### src/design/led_bs_pkg.sv
// Package for the LED blink sequencer: command codes, state and result types,
// timer width constants. Used by the core, buffer and top level; depends on nothing.
`timescale 1ns / 1ps
`default_nettype none

package led_bs_pkg;

  // Elapsed timer width and the widths derived from it
  localparam int TIME_BITS = 16;
  localparam int CMP_W     = (TIME_BITS > 16) ? TIME_BITS : 16;
  localparam logic [TIME_BITS-1:0] TIME_MAX = {TIME_BITS{1'b1}};

  localparam logic [7:0]  FULL_LEVEL = 8'd255;
  localparam logic [15:0] CNT16_MAX  = 16'hFFFF;

  // Command codes carried in the input tuser
  typedef enum logic [2:0] {
    OP_TICK     = 3'd0,
    OP_ON       = 3'd1,
    OP_OFF      = 3'd2,
    OP_LEVEL    = 3'd3,
    OP_BLINK_N  = 3'd4,
    OP_BLINK_MS = 3'd5,
    OP_BLINK    = 3'd6,
    OP_STOP     = 3'd7
  } op_t;

  typedef struct packed {
    logic [7:0]           cur_level;
    logic                 lit;
    logic                 active;
    logic                 endless_mode;
    logic                 timed_mode;
    logic [15:0]          target_blinks;
    logic [15:0]          period_ms;
    logic [15:0]          total_ms;
    logic [TIME_BITS-1:0] since_toggle;
    logic [TIME_BITS-1:0] since_start;
    logic [15:0]          blinks_done;
  } state_t;

  typedef struct packed {
    logic       blink_ended;
    logic       state_changed;
    logic       is_blinking;
    logic       led_lit;
    logic [7:0] led_level;
  } result_t;

endpackage

`default_nettype wire

### src/design/led_bs_core.sv
// Next-state and result logic for one command or tick beat.
// Depends on led_bs_pkg for the state, result and command types.
`timescale 1ns / 1ps
`default_nettype none

module led_bs_core (
  input  led_bs_pkg::state_t  cur,
  input  led_bs_pkg::op_t     opcode,
  input  logic [7:0]          level,
  input  logic [15:0]         times,
  input  logic [15:0]         interval,
  input  logic [15:0]         duration,
  output led_bs_pkg::state_t  nxt,
  output led_bs_pkg::result_t res
);
  import led_bs_pkg::*;

  // Work out the state after this beat and the flags it raises
  always_comb begin
    logic [TIME_BITS-1:0] st_inc;
    logic [TIME_BITS-1:0] ss_inc;
    logic                 counting;
    logic                 changed;
    logic                 halt;

    nxt      = cur;
    changed  = 1'b0;
    halt     = 1'b0;
    counting = ~cur.endless_mode & ~cur.timed_mode;
    st_inc   = (cur.since_toggle == TIME_MAX) ? cur.since_toggle
                                              : TIME_BITS'(cur.since_toggle + 1'b1);
    ss_inc   = (cur.timed_mode && cur.since_start != TIME_MAX)
               ? TIME_BITS'(cur.since_start + 1'b1) : cur.since_start;

    case (opcode)
      OP_TICK: begin
        if (cur.active) begin
          nxt.since_toggle = st_inc;
          nxt.since_start  = ss_inc;
          // toggle once the interval has run out
          if (CMP_W'(st_inc) >= CMP_W'(cur.period_ms)) begin
            nxt.since_toggle = '0;
            changed          = 1'b1;
            if (cur.lit) begin
              nxt.cur_level = 8'd0;
              nxt.lit       = 1'b0;
              if (counting && cur.blinks_done != CNT16_MAX) begin
                nxt.blinks_done = cur.blinks_done + 16'd1;
              end
            end else begin
              nxt.cur_level = FULL_LEVEL;
              nxt.lit       = 1'b1;
            end
            if (counting && nxt.blinks_done >= cur.target_blinks) begin
              halt = 1'b1;
            end
          end
          if (cur.timed_mode && CMP_W'(ss_inc) >= CMP_W'(cur.total_ms)) begin
            halt = 1'b1;
          end
        end
      end
      OP_ON: begin
        nxt.cur_level = FULL_LEVEL;
        nxt.lit       = 1'b1;
        changed       = 1'b1;
      end
      OP_OFF: begin
        nxt.cur_level = 8'd0;
        nxt.lit       = 1'b0;
        changed       = 1'b1;
      end
      OP_LEVEL: begin
        nxt.cur_level = level;
        nxt.lit       = (level != 8'd0);
        changed       = 1'b1;
      end
      OP_BLINK_N: begin
        nxt.active        = 1'b1;
        nxt.endless_mode  = 1'b0;
        nxt.timed_mode    = 1'b0;
        nxt.target_blinks = times;
        nxt.period_ms     = interval;
        nxt.blinks_done   = '0;
        nxt.since_toggle  = '0;
      end
      OP_BLINK_MS: begin
        nxt.active       = 1'b1;
        nxt.endless_mode = 1'b0;
        nxt.timed_mode   = 1'b1;
        nxt.total_ms     = duration;
        nxt.period_ms    = interval;
        nxt.blinks_done  = '0;
        nxt.since_toggle = '0;
        nxt.since_start  = '0;
      end
      OP_BLINK: begin
        nxt.active       = 1'b1;
        nxt.endless_mode = 1'b1;
        nxt.timed_mode   = 1'b0;
        nxt.period_ms    = interval;
        nxt.since_toggle = '0;
      end
      default: begin
        halt = 1'b1;
      end
    endcase

    // Stop: drop every mode and force the LED dark
    if (halt) begin
      nxt.active       = 1'b0;
      nxt.endless_mode = 1'b0;
      nxt.timed_mode   = 1'b0;
      nxt.cur_level    = 8'd0;
      nxt.lit          = 1'b0;
      changed          = 1'b1;
    end

    res.led_level     = nxt.cur_level;
    res.led_lit       = nxt.lit;
    res.is_blinking   = nxt.active;
    res.state_changed = changed;
    res.blink_ended   = halt;
  end

endmodule

`default_nettype wire

### src/design/led_bs_obuf.sv
// Two-entry result buffer between the update logic and the output stream.
// Depends on led_bs_pkg for the result type.
`timescale 1ns / 1ps
`default_nettype none

module led_bs_obuf (
  input  logic                clk,
  input  logic                rst,
  input  logic                push,
  input  led_bs_pkg::result_t push_data,
  output logic                has_room,
  output logic                out_valid,
  input  logic                out_ready,
  output led_bs_pkg::result_t out_data
);
  import led_bs_pkg::*;

  result_t    entries [2];
  logic       wr_ptr;
  logic       rd_ptr;
  logic [1:0] count;
  logic       pop;

  assign pop       = out_valid & out_ready;
  assign out_valid = (count != 2'd0);
  assign has_room  = (count != 2'd2);
  assign out_data  = entries[rd_ptr];

  // Hold result beats until the sink takes them
  always_ff @(posedge clk) begin
    if (push) begin
      entries[wr_ptr] <= push_data;
    end
  end

  // Advance pointers and occupancy
  always_ff @(posedge clk) begin
    if (rst) begin
      wr_ptr <= 1'b0;
      rd_ptr <= 1'b0;
      count  <= 2'd0;
    end else begin
      if (push) begin
        wr_ptr <= ~wr_ptr;
      end
      if (pop) begin
        rd_ptr <= ~rd_ptr;
      end
      case ({push, pop})
        2'b10:   count <= count + 2'd1;
        2'b01:   count <= count - 2'd1;
        default: count <= count;
      endcase
    end
  end

endmodule

`default_nettype wire

### src/design/led_blink_sequencer_top.sv
// Top level of the LED blink sequencer: sequencer state, update logic and result buffer.
// Depends on led_bs_pkg, led_bs_core and led_bs_obuf.
// Each accepted input beat writes its result beat into the result buffer register.
// Throughput: one beat per cycle; input stays ready while the two-entry result buffer
// has a free slot, so one unread result does not stall the input.
// Reset (rst, synchronous, active high): level 255 with the LED dark, no blink mode,
// all counters zero, result buffer empty.
`timescale 1ns / 1ps
`default_nettype none

module led_blink_sequencer_top (
  input  logic        clk,
  input  logic        rst,
  input  logic        s_tvalid,
  output logic        s_tready,
  input  logic [55:0] s_tdata,   // level[7:0], times[23:8], interval[39:24], duration[55:40]
  input  logic [2:0]  s_tuser,   // opcode[2:0]
  output logic        m_tvalid,
  input  logic        m_tready,
  output logic [15:0] m_tdata    // led_level[7:0], led_lit[8], is_blinking[9],
                                 // state_changed[10], blink_ended[11], zero[15:12]
);
  import led_bs_pkg::*;

  state_t  state;
  state_t  state_next;
  result_t res;
  result_t out_res;
  logic    accept;

  assign accept = s_tvalid & s_tready;

  led_bs_core u_core (
    .cur      (state),
    .opcode   (op_t'(s_tuser)),
    .level    (s_tdata[7:0]),
    .times    (s_tdata[23:8]),
    .interval (s_tdata[39:24]),
    .duration (s_tdata[55:40]),
    .nxt      (state_next),
    .res      (res)
  );

  // Update the sequencer state on every accepted beat
  always_ff @(posedge clk) begin
    if (rst) begin
      state <= '{cur_level: FULL_LEVEL, default: '0};
    end else if (accept) begin
      state <= state_next;
    end
  end

  led_bs_obuf u_obuf (
    .clk       (clk),
    .rst       (rst),
    .push      (accept),
    .push_data (res),
    .has_room  (s_tready),
    .out_valid (m_tvalid),
    .out_ready (m_tready),
    .out_data  (out_res)
  );

  assign m_tdata = {4'd0, out_res.blink_ended, out_res.state_changed,
                    out_res.is_blinking, out_res.led_lit, out_res.led_level};

endmodule

`default_nettype wire

### config.mk
export PLATFORM = sky130hd
export DESIGN_NAME = led_blink_sequencer_top
export DESIGN_NICKNAME = d
export VERILOG_FILES = /design/src/design/led_bs_pkg.sv /design/src/design/led_bs_core.sv /design/src/design/led_bs_obuf.sv /design/src/design/led_blink_sequencer_top.sv
export SDC_FILE = /design/constraint.sdc
export NUM_CORES = 1
export LEC_CHECK = 0
export ABC_AREA = 1
export BUFFER_PORTS_ARGS = -buffer_cell sky130_fd_sc_hd__buf_2
export CAP_MARGIN = 20
export CORE_MARGIN = 3
export CORE_UTILIZATION = 38
export CTS_CLUSTER_SIZE = 20
export DETAILED_ROUTE_END_ITERATION = 16
export GPL_ROUTABILITY_DRIVEN = 0
export PLACE_DENSITY_LB_ADDON = 0.25
export SLEW_MARGIN = 0
export SYNTH_ARGS = -nofsm -noshare
export SYNTH_HDL_FRONTEND = slang
export SYNTH_HIERARCHICAL = 1
export SYNTH_SLANG_ARGS = --single-unit
### constraint.sdc
create_clock -name clk -period 9.52 [get_ports clk]
set_clock_uncertainty 0.2 [all_clocks]
set_input_delay 1.428 -clock clk [delete_from_list [all_inputs] [get_ports clk]]
set_output_delay 1.428 -clock clk [all_outputs]
set_load 0.05 [all_outputs]
==> flow_summary.yaml <==
clock_tree:
  clock_path_buffers: 2
  numCtsBuffers: 17
  htreeDepth: 4
  cts_tree: "done"
  ctsHoldBuffers: 0
  clk_latency_ns: 0.42
  clk_pin_slew_ns: 0.06
  cts_setup_buffers: 0
  clockRootBuffer: "clkbuf_16"
  cts_num_sinks: 137
  cts-resized-gates: 0
placed_design:
  dp_cells: 2062
  dpl.hpwl_um: 18100
  io_buffers: 76
critical_path:
  cp_cell_sequence: "ha_1, nand2_1, nor3_4, nand2_4, nor2_8, inv_4, o21ai_2, inv_1, ha_1, nand2_1, nand3_1, nand2_1, nand2_1, nand2_1, nand2_1, nand2_1, nand2_1, nand2_1, inv_1, o21ai_0, nand3_1"
  slowest_delay_ns: 0.65
  cp.arrival_ns: 4.54
  crit_slowest_cell: "nand2_1"
  endpoint_kind: "register"
  cp-start-kind: "register"
  required_ns: 9.48
  crit_type: "reg2reg"
  path_common_cell: "nand2_1"
  path_max_fanout: 21
yosys:
  synth_edf_count: 24
  synth_top_family_by_area: "simple AND/OR/NAND/NOR gates"
  synth_compound_area_share_pct: 10.6
  synth-simple-area-share_pct: 35.5
  synthDominantCellAreaShare_pct: 21.2
  synth_ff_type: "dfxtp_1"
  syn-cell-area_sq_um: 10700
  synth_xor_xnor_area_share_pct: 2.96
  avgSynthCellArea_sq_um: 6.33
  ys_ff_latch: 137
  synth_area_leader_cell: "dfxtp_1"
  yosysWarnings: 6
  synth-seq-area-share_pct: 27.9
  yosys.area_share.adder_pct: 6.09
  synthMuxAreaShare_pct: 1.83
  ys_async_sr_fraction_pct: 0
  synthCells: 1688
  synth_area_leaders: "dfxtp_1 21%, nand2_1 16%, nor2_1 10%"
  ys_types: 52
global_routing:
  grt_pass1_vias: 8924
  grt_max_degree: 111
  grt_pass1_wl_um: 43500
  globalRouteOverflowTotal: 0
  grt.total_usage_pct: 17.0
  antenna_found_initial: 0
timing:
  hold_viol: 0
  setup_violations: 0
  finalMaxSlewViolations: 0
  max_freq_ghz: 0.218
  fin_crit_ns: 4.58
  period_share_pct: 48.1
  fin_tns_setup_ns: 0
  rsz0062_at_grt: "no"
  slew_headroom_pct: 26.7
  tightest_slew_ns: 1.10
drt:
  firstDrtPassIters: 5
  vias: 9808
  antenna_left: 0
  routed_wl_um: 25600
  drt-initial-drc-count: 631
  avgViaCountPerCell: 4.68
  wl_per_cell_um: 12.2
  drc: 0
floorplanning:
  die_w_um: 174
  coreArea_sq_um: 27300
  die_h_um: 174
  die_area_sq_um: 30200
  std_cell_rows: 60
  initial_core_util_pct: 39.1
  ios: 81
outcome:
  status: "finished clean"
cells_and_area:
  final_nets: 1826
  drive_above_1_share_pct: 12.8
  final_cells: 2096
  fill_cells: 2952
  utilization_pct: 42.8
  area_growth_syn_to_layout_pct: 9.46
  antenna_cells: 0
power_and_ir_drop:
  leakagePower_nw: 5.75
  vdd_drop_max_mv: 0.0912
  power.density_nw_per_um2: 197
job:
  drv_cap: 0
min_path:
  hold_class: "reg2reg"
-- cell type report --
type / instances / area (sq um) / area share [%]
Multi-Input combinational cell: 1202 / 6120 / 52.3
Sequential cell: 137 / 2980 / 25.5
Inverter: 271 / 1030 / 8.79
Tap cell: 372 / 465 / 3.98
Timing Repair Buffer: 82 / 445 / 3.81
Clock buffer: 20 / 437 / 3.73
Clock inverter: 12 / 221 / 1.89
-- registers in the layout, summed over array words and instances (netlist names), named ones only --
| register | cells |
|---|---|
| u_obuf/entries | 24 |
| u_obuf/wr_ptr | 1 |
| u_obuf/count | 2 |
| state | 108 |
| u_obuf/rd_ptr | 1 |
-- cells by family after synthesis --
| kind of cell | count (synthesis) |
|---|---|
| mux | 14 |
| simple gates | 898 |
| fa+ha+maj | 52 |
| flops | 137 |
| buf+inv | 352 |
| other cells | 1 |
| xor+xnor | 31 |
| compound gates | 203 |
-- stage by stage --
stage	total power [mW]	hold slack, ns	setup WS, ns	area [sq um]
floorplan	1.41	0.229	6.18	10700
global placement	1.53	0.238	5.09	11000
detailed placement	1.55	0.252	4.97	11000
CTS	2.32	0.265	4.97	11700
global route	2.48	0.305	4.58	11700
finish	2.30	0.261	4.94	11700
-- synth_stat cells, types with 4 or more instances --
cell type / number
nand2_1: 454
nor2_1: 289
inv_1: 252
dfxtp_1: 113
a21oi_1: 79
o21ai_0: 64
nand3_1: 59
ha_1: 52
o21ai_1: 30
buf_2: 26
edfxtp_1: 24
xor2_1: 23
nand2_2: 18
buf_4: 17
clkbuf_1: 17
nand4_1: 17
nor3_1: 17
buf_6: 16
inv_2: 14
mux2_4: 10
nand2_4: 10
nor2_2: 9
or2_2: 9
o22ai_2: 8
o21ai_2: 6
xor2_2: 6
nor2_4: 5
o22ai_1: 5
mux2_2: 4
-- power breakdown --
group	switching (mW)	internal [mW]
clock network	0.264	0.493
registers	0.0842	0.680
logic	0.506	0.272
-- path summary, 6_finish.rpt --
| check | startpoint | to | slack [ns] | cells after the start |
|---|---|---|---|---|
| setup reg to reg | state[32] | u_obuf/entries[0][10] | 4.94 | 21 |
| hold reg to reg | state[107] | state[107] | 0.26 | 2 |
| setup / recovery | state[32] | u_obuf/entries[0][10] | 4.94 | 21 |
| hold / removal | state[107] | state[107] | 0.26 | 2 |
-- routing by layer --
layer	track usage [%]	vias up	share of wire (%)
met2	27.7	147	46
met5	0	-	0
met3	2.43	20	3.1
met1	23.6	4401	50
li1	-	5240	-
met4	4.66	0	1.2
-- critical path, delay by kind of cell, from the launching register on --
kind            cells  cell delay (ns)
fa+ha+maj           2             0.54
flops               1             0.50
compound gates      2             0.44
simple gates       14             1.91
buf+inv             3             0.73
-- layout by cell type, fill, tap and decap left out, types with 17 or more instances in the layout --
cell	synthesis	routed
xor2_1	23	23
nor3_1	17	17
nand4_1	17	17
o21ai_1	30	30
clkbuf_16	0	17
edfxtp_1	24	24
nor2_1	289	288
inv_1	252	252
dfxtp_1	113	113
o21ai_0	64	64
nand2_2	18	18
a21oi_1	79	79
nand3_1	59	59
buf_2	26	76
nand2_1	454	454
ha_1	52	52
Power figures use the tool's default switching activity.
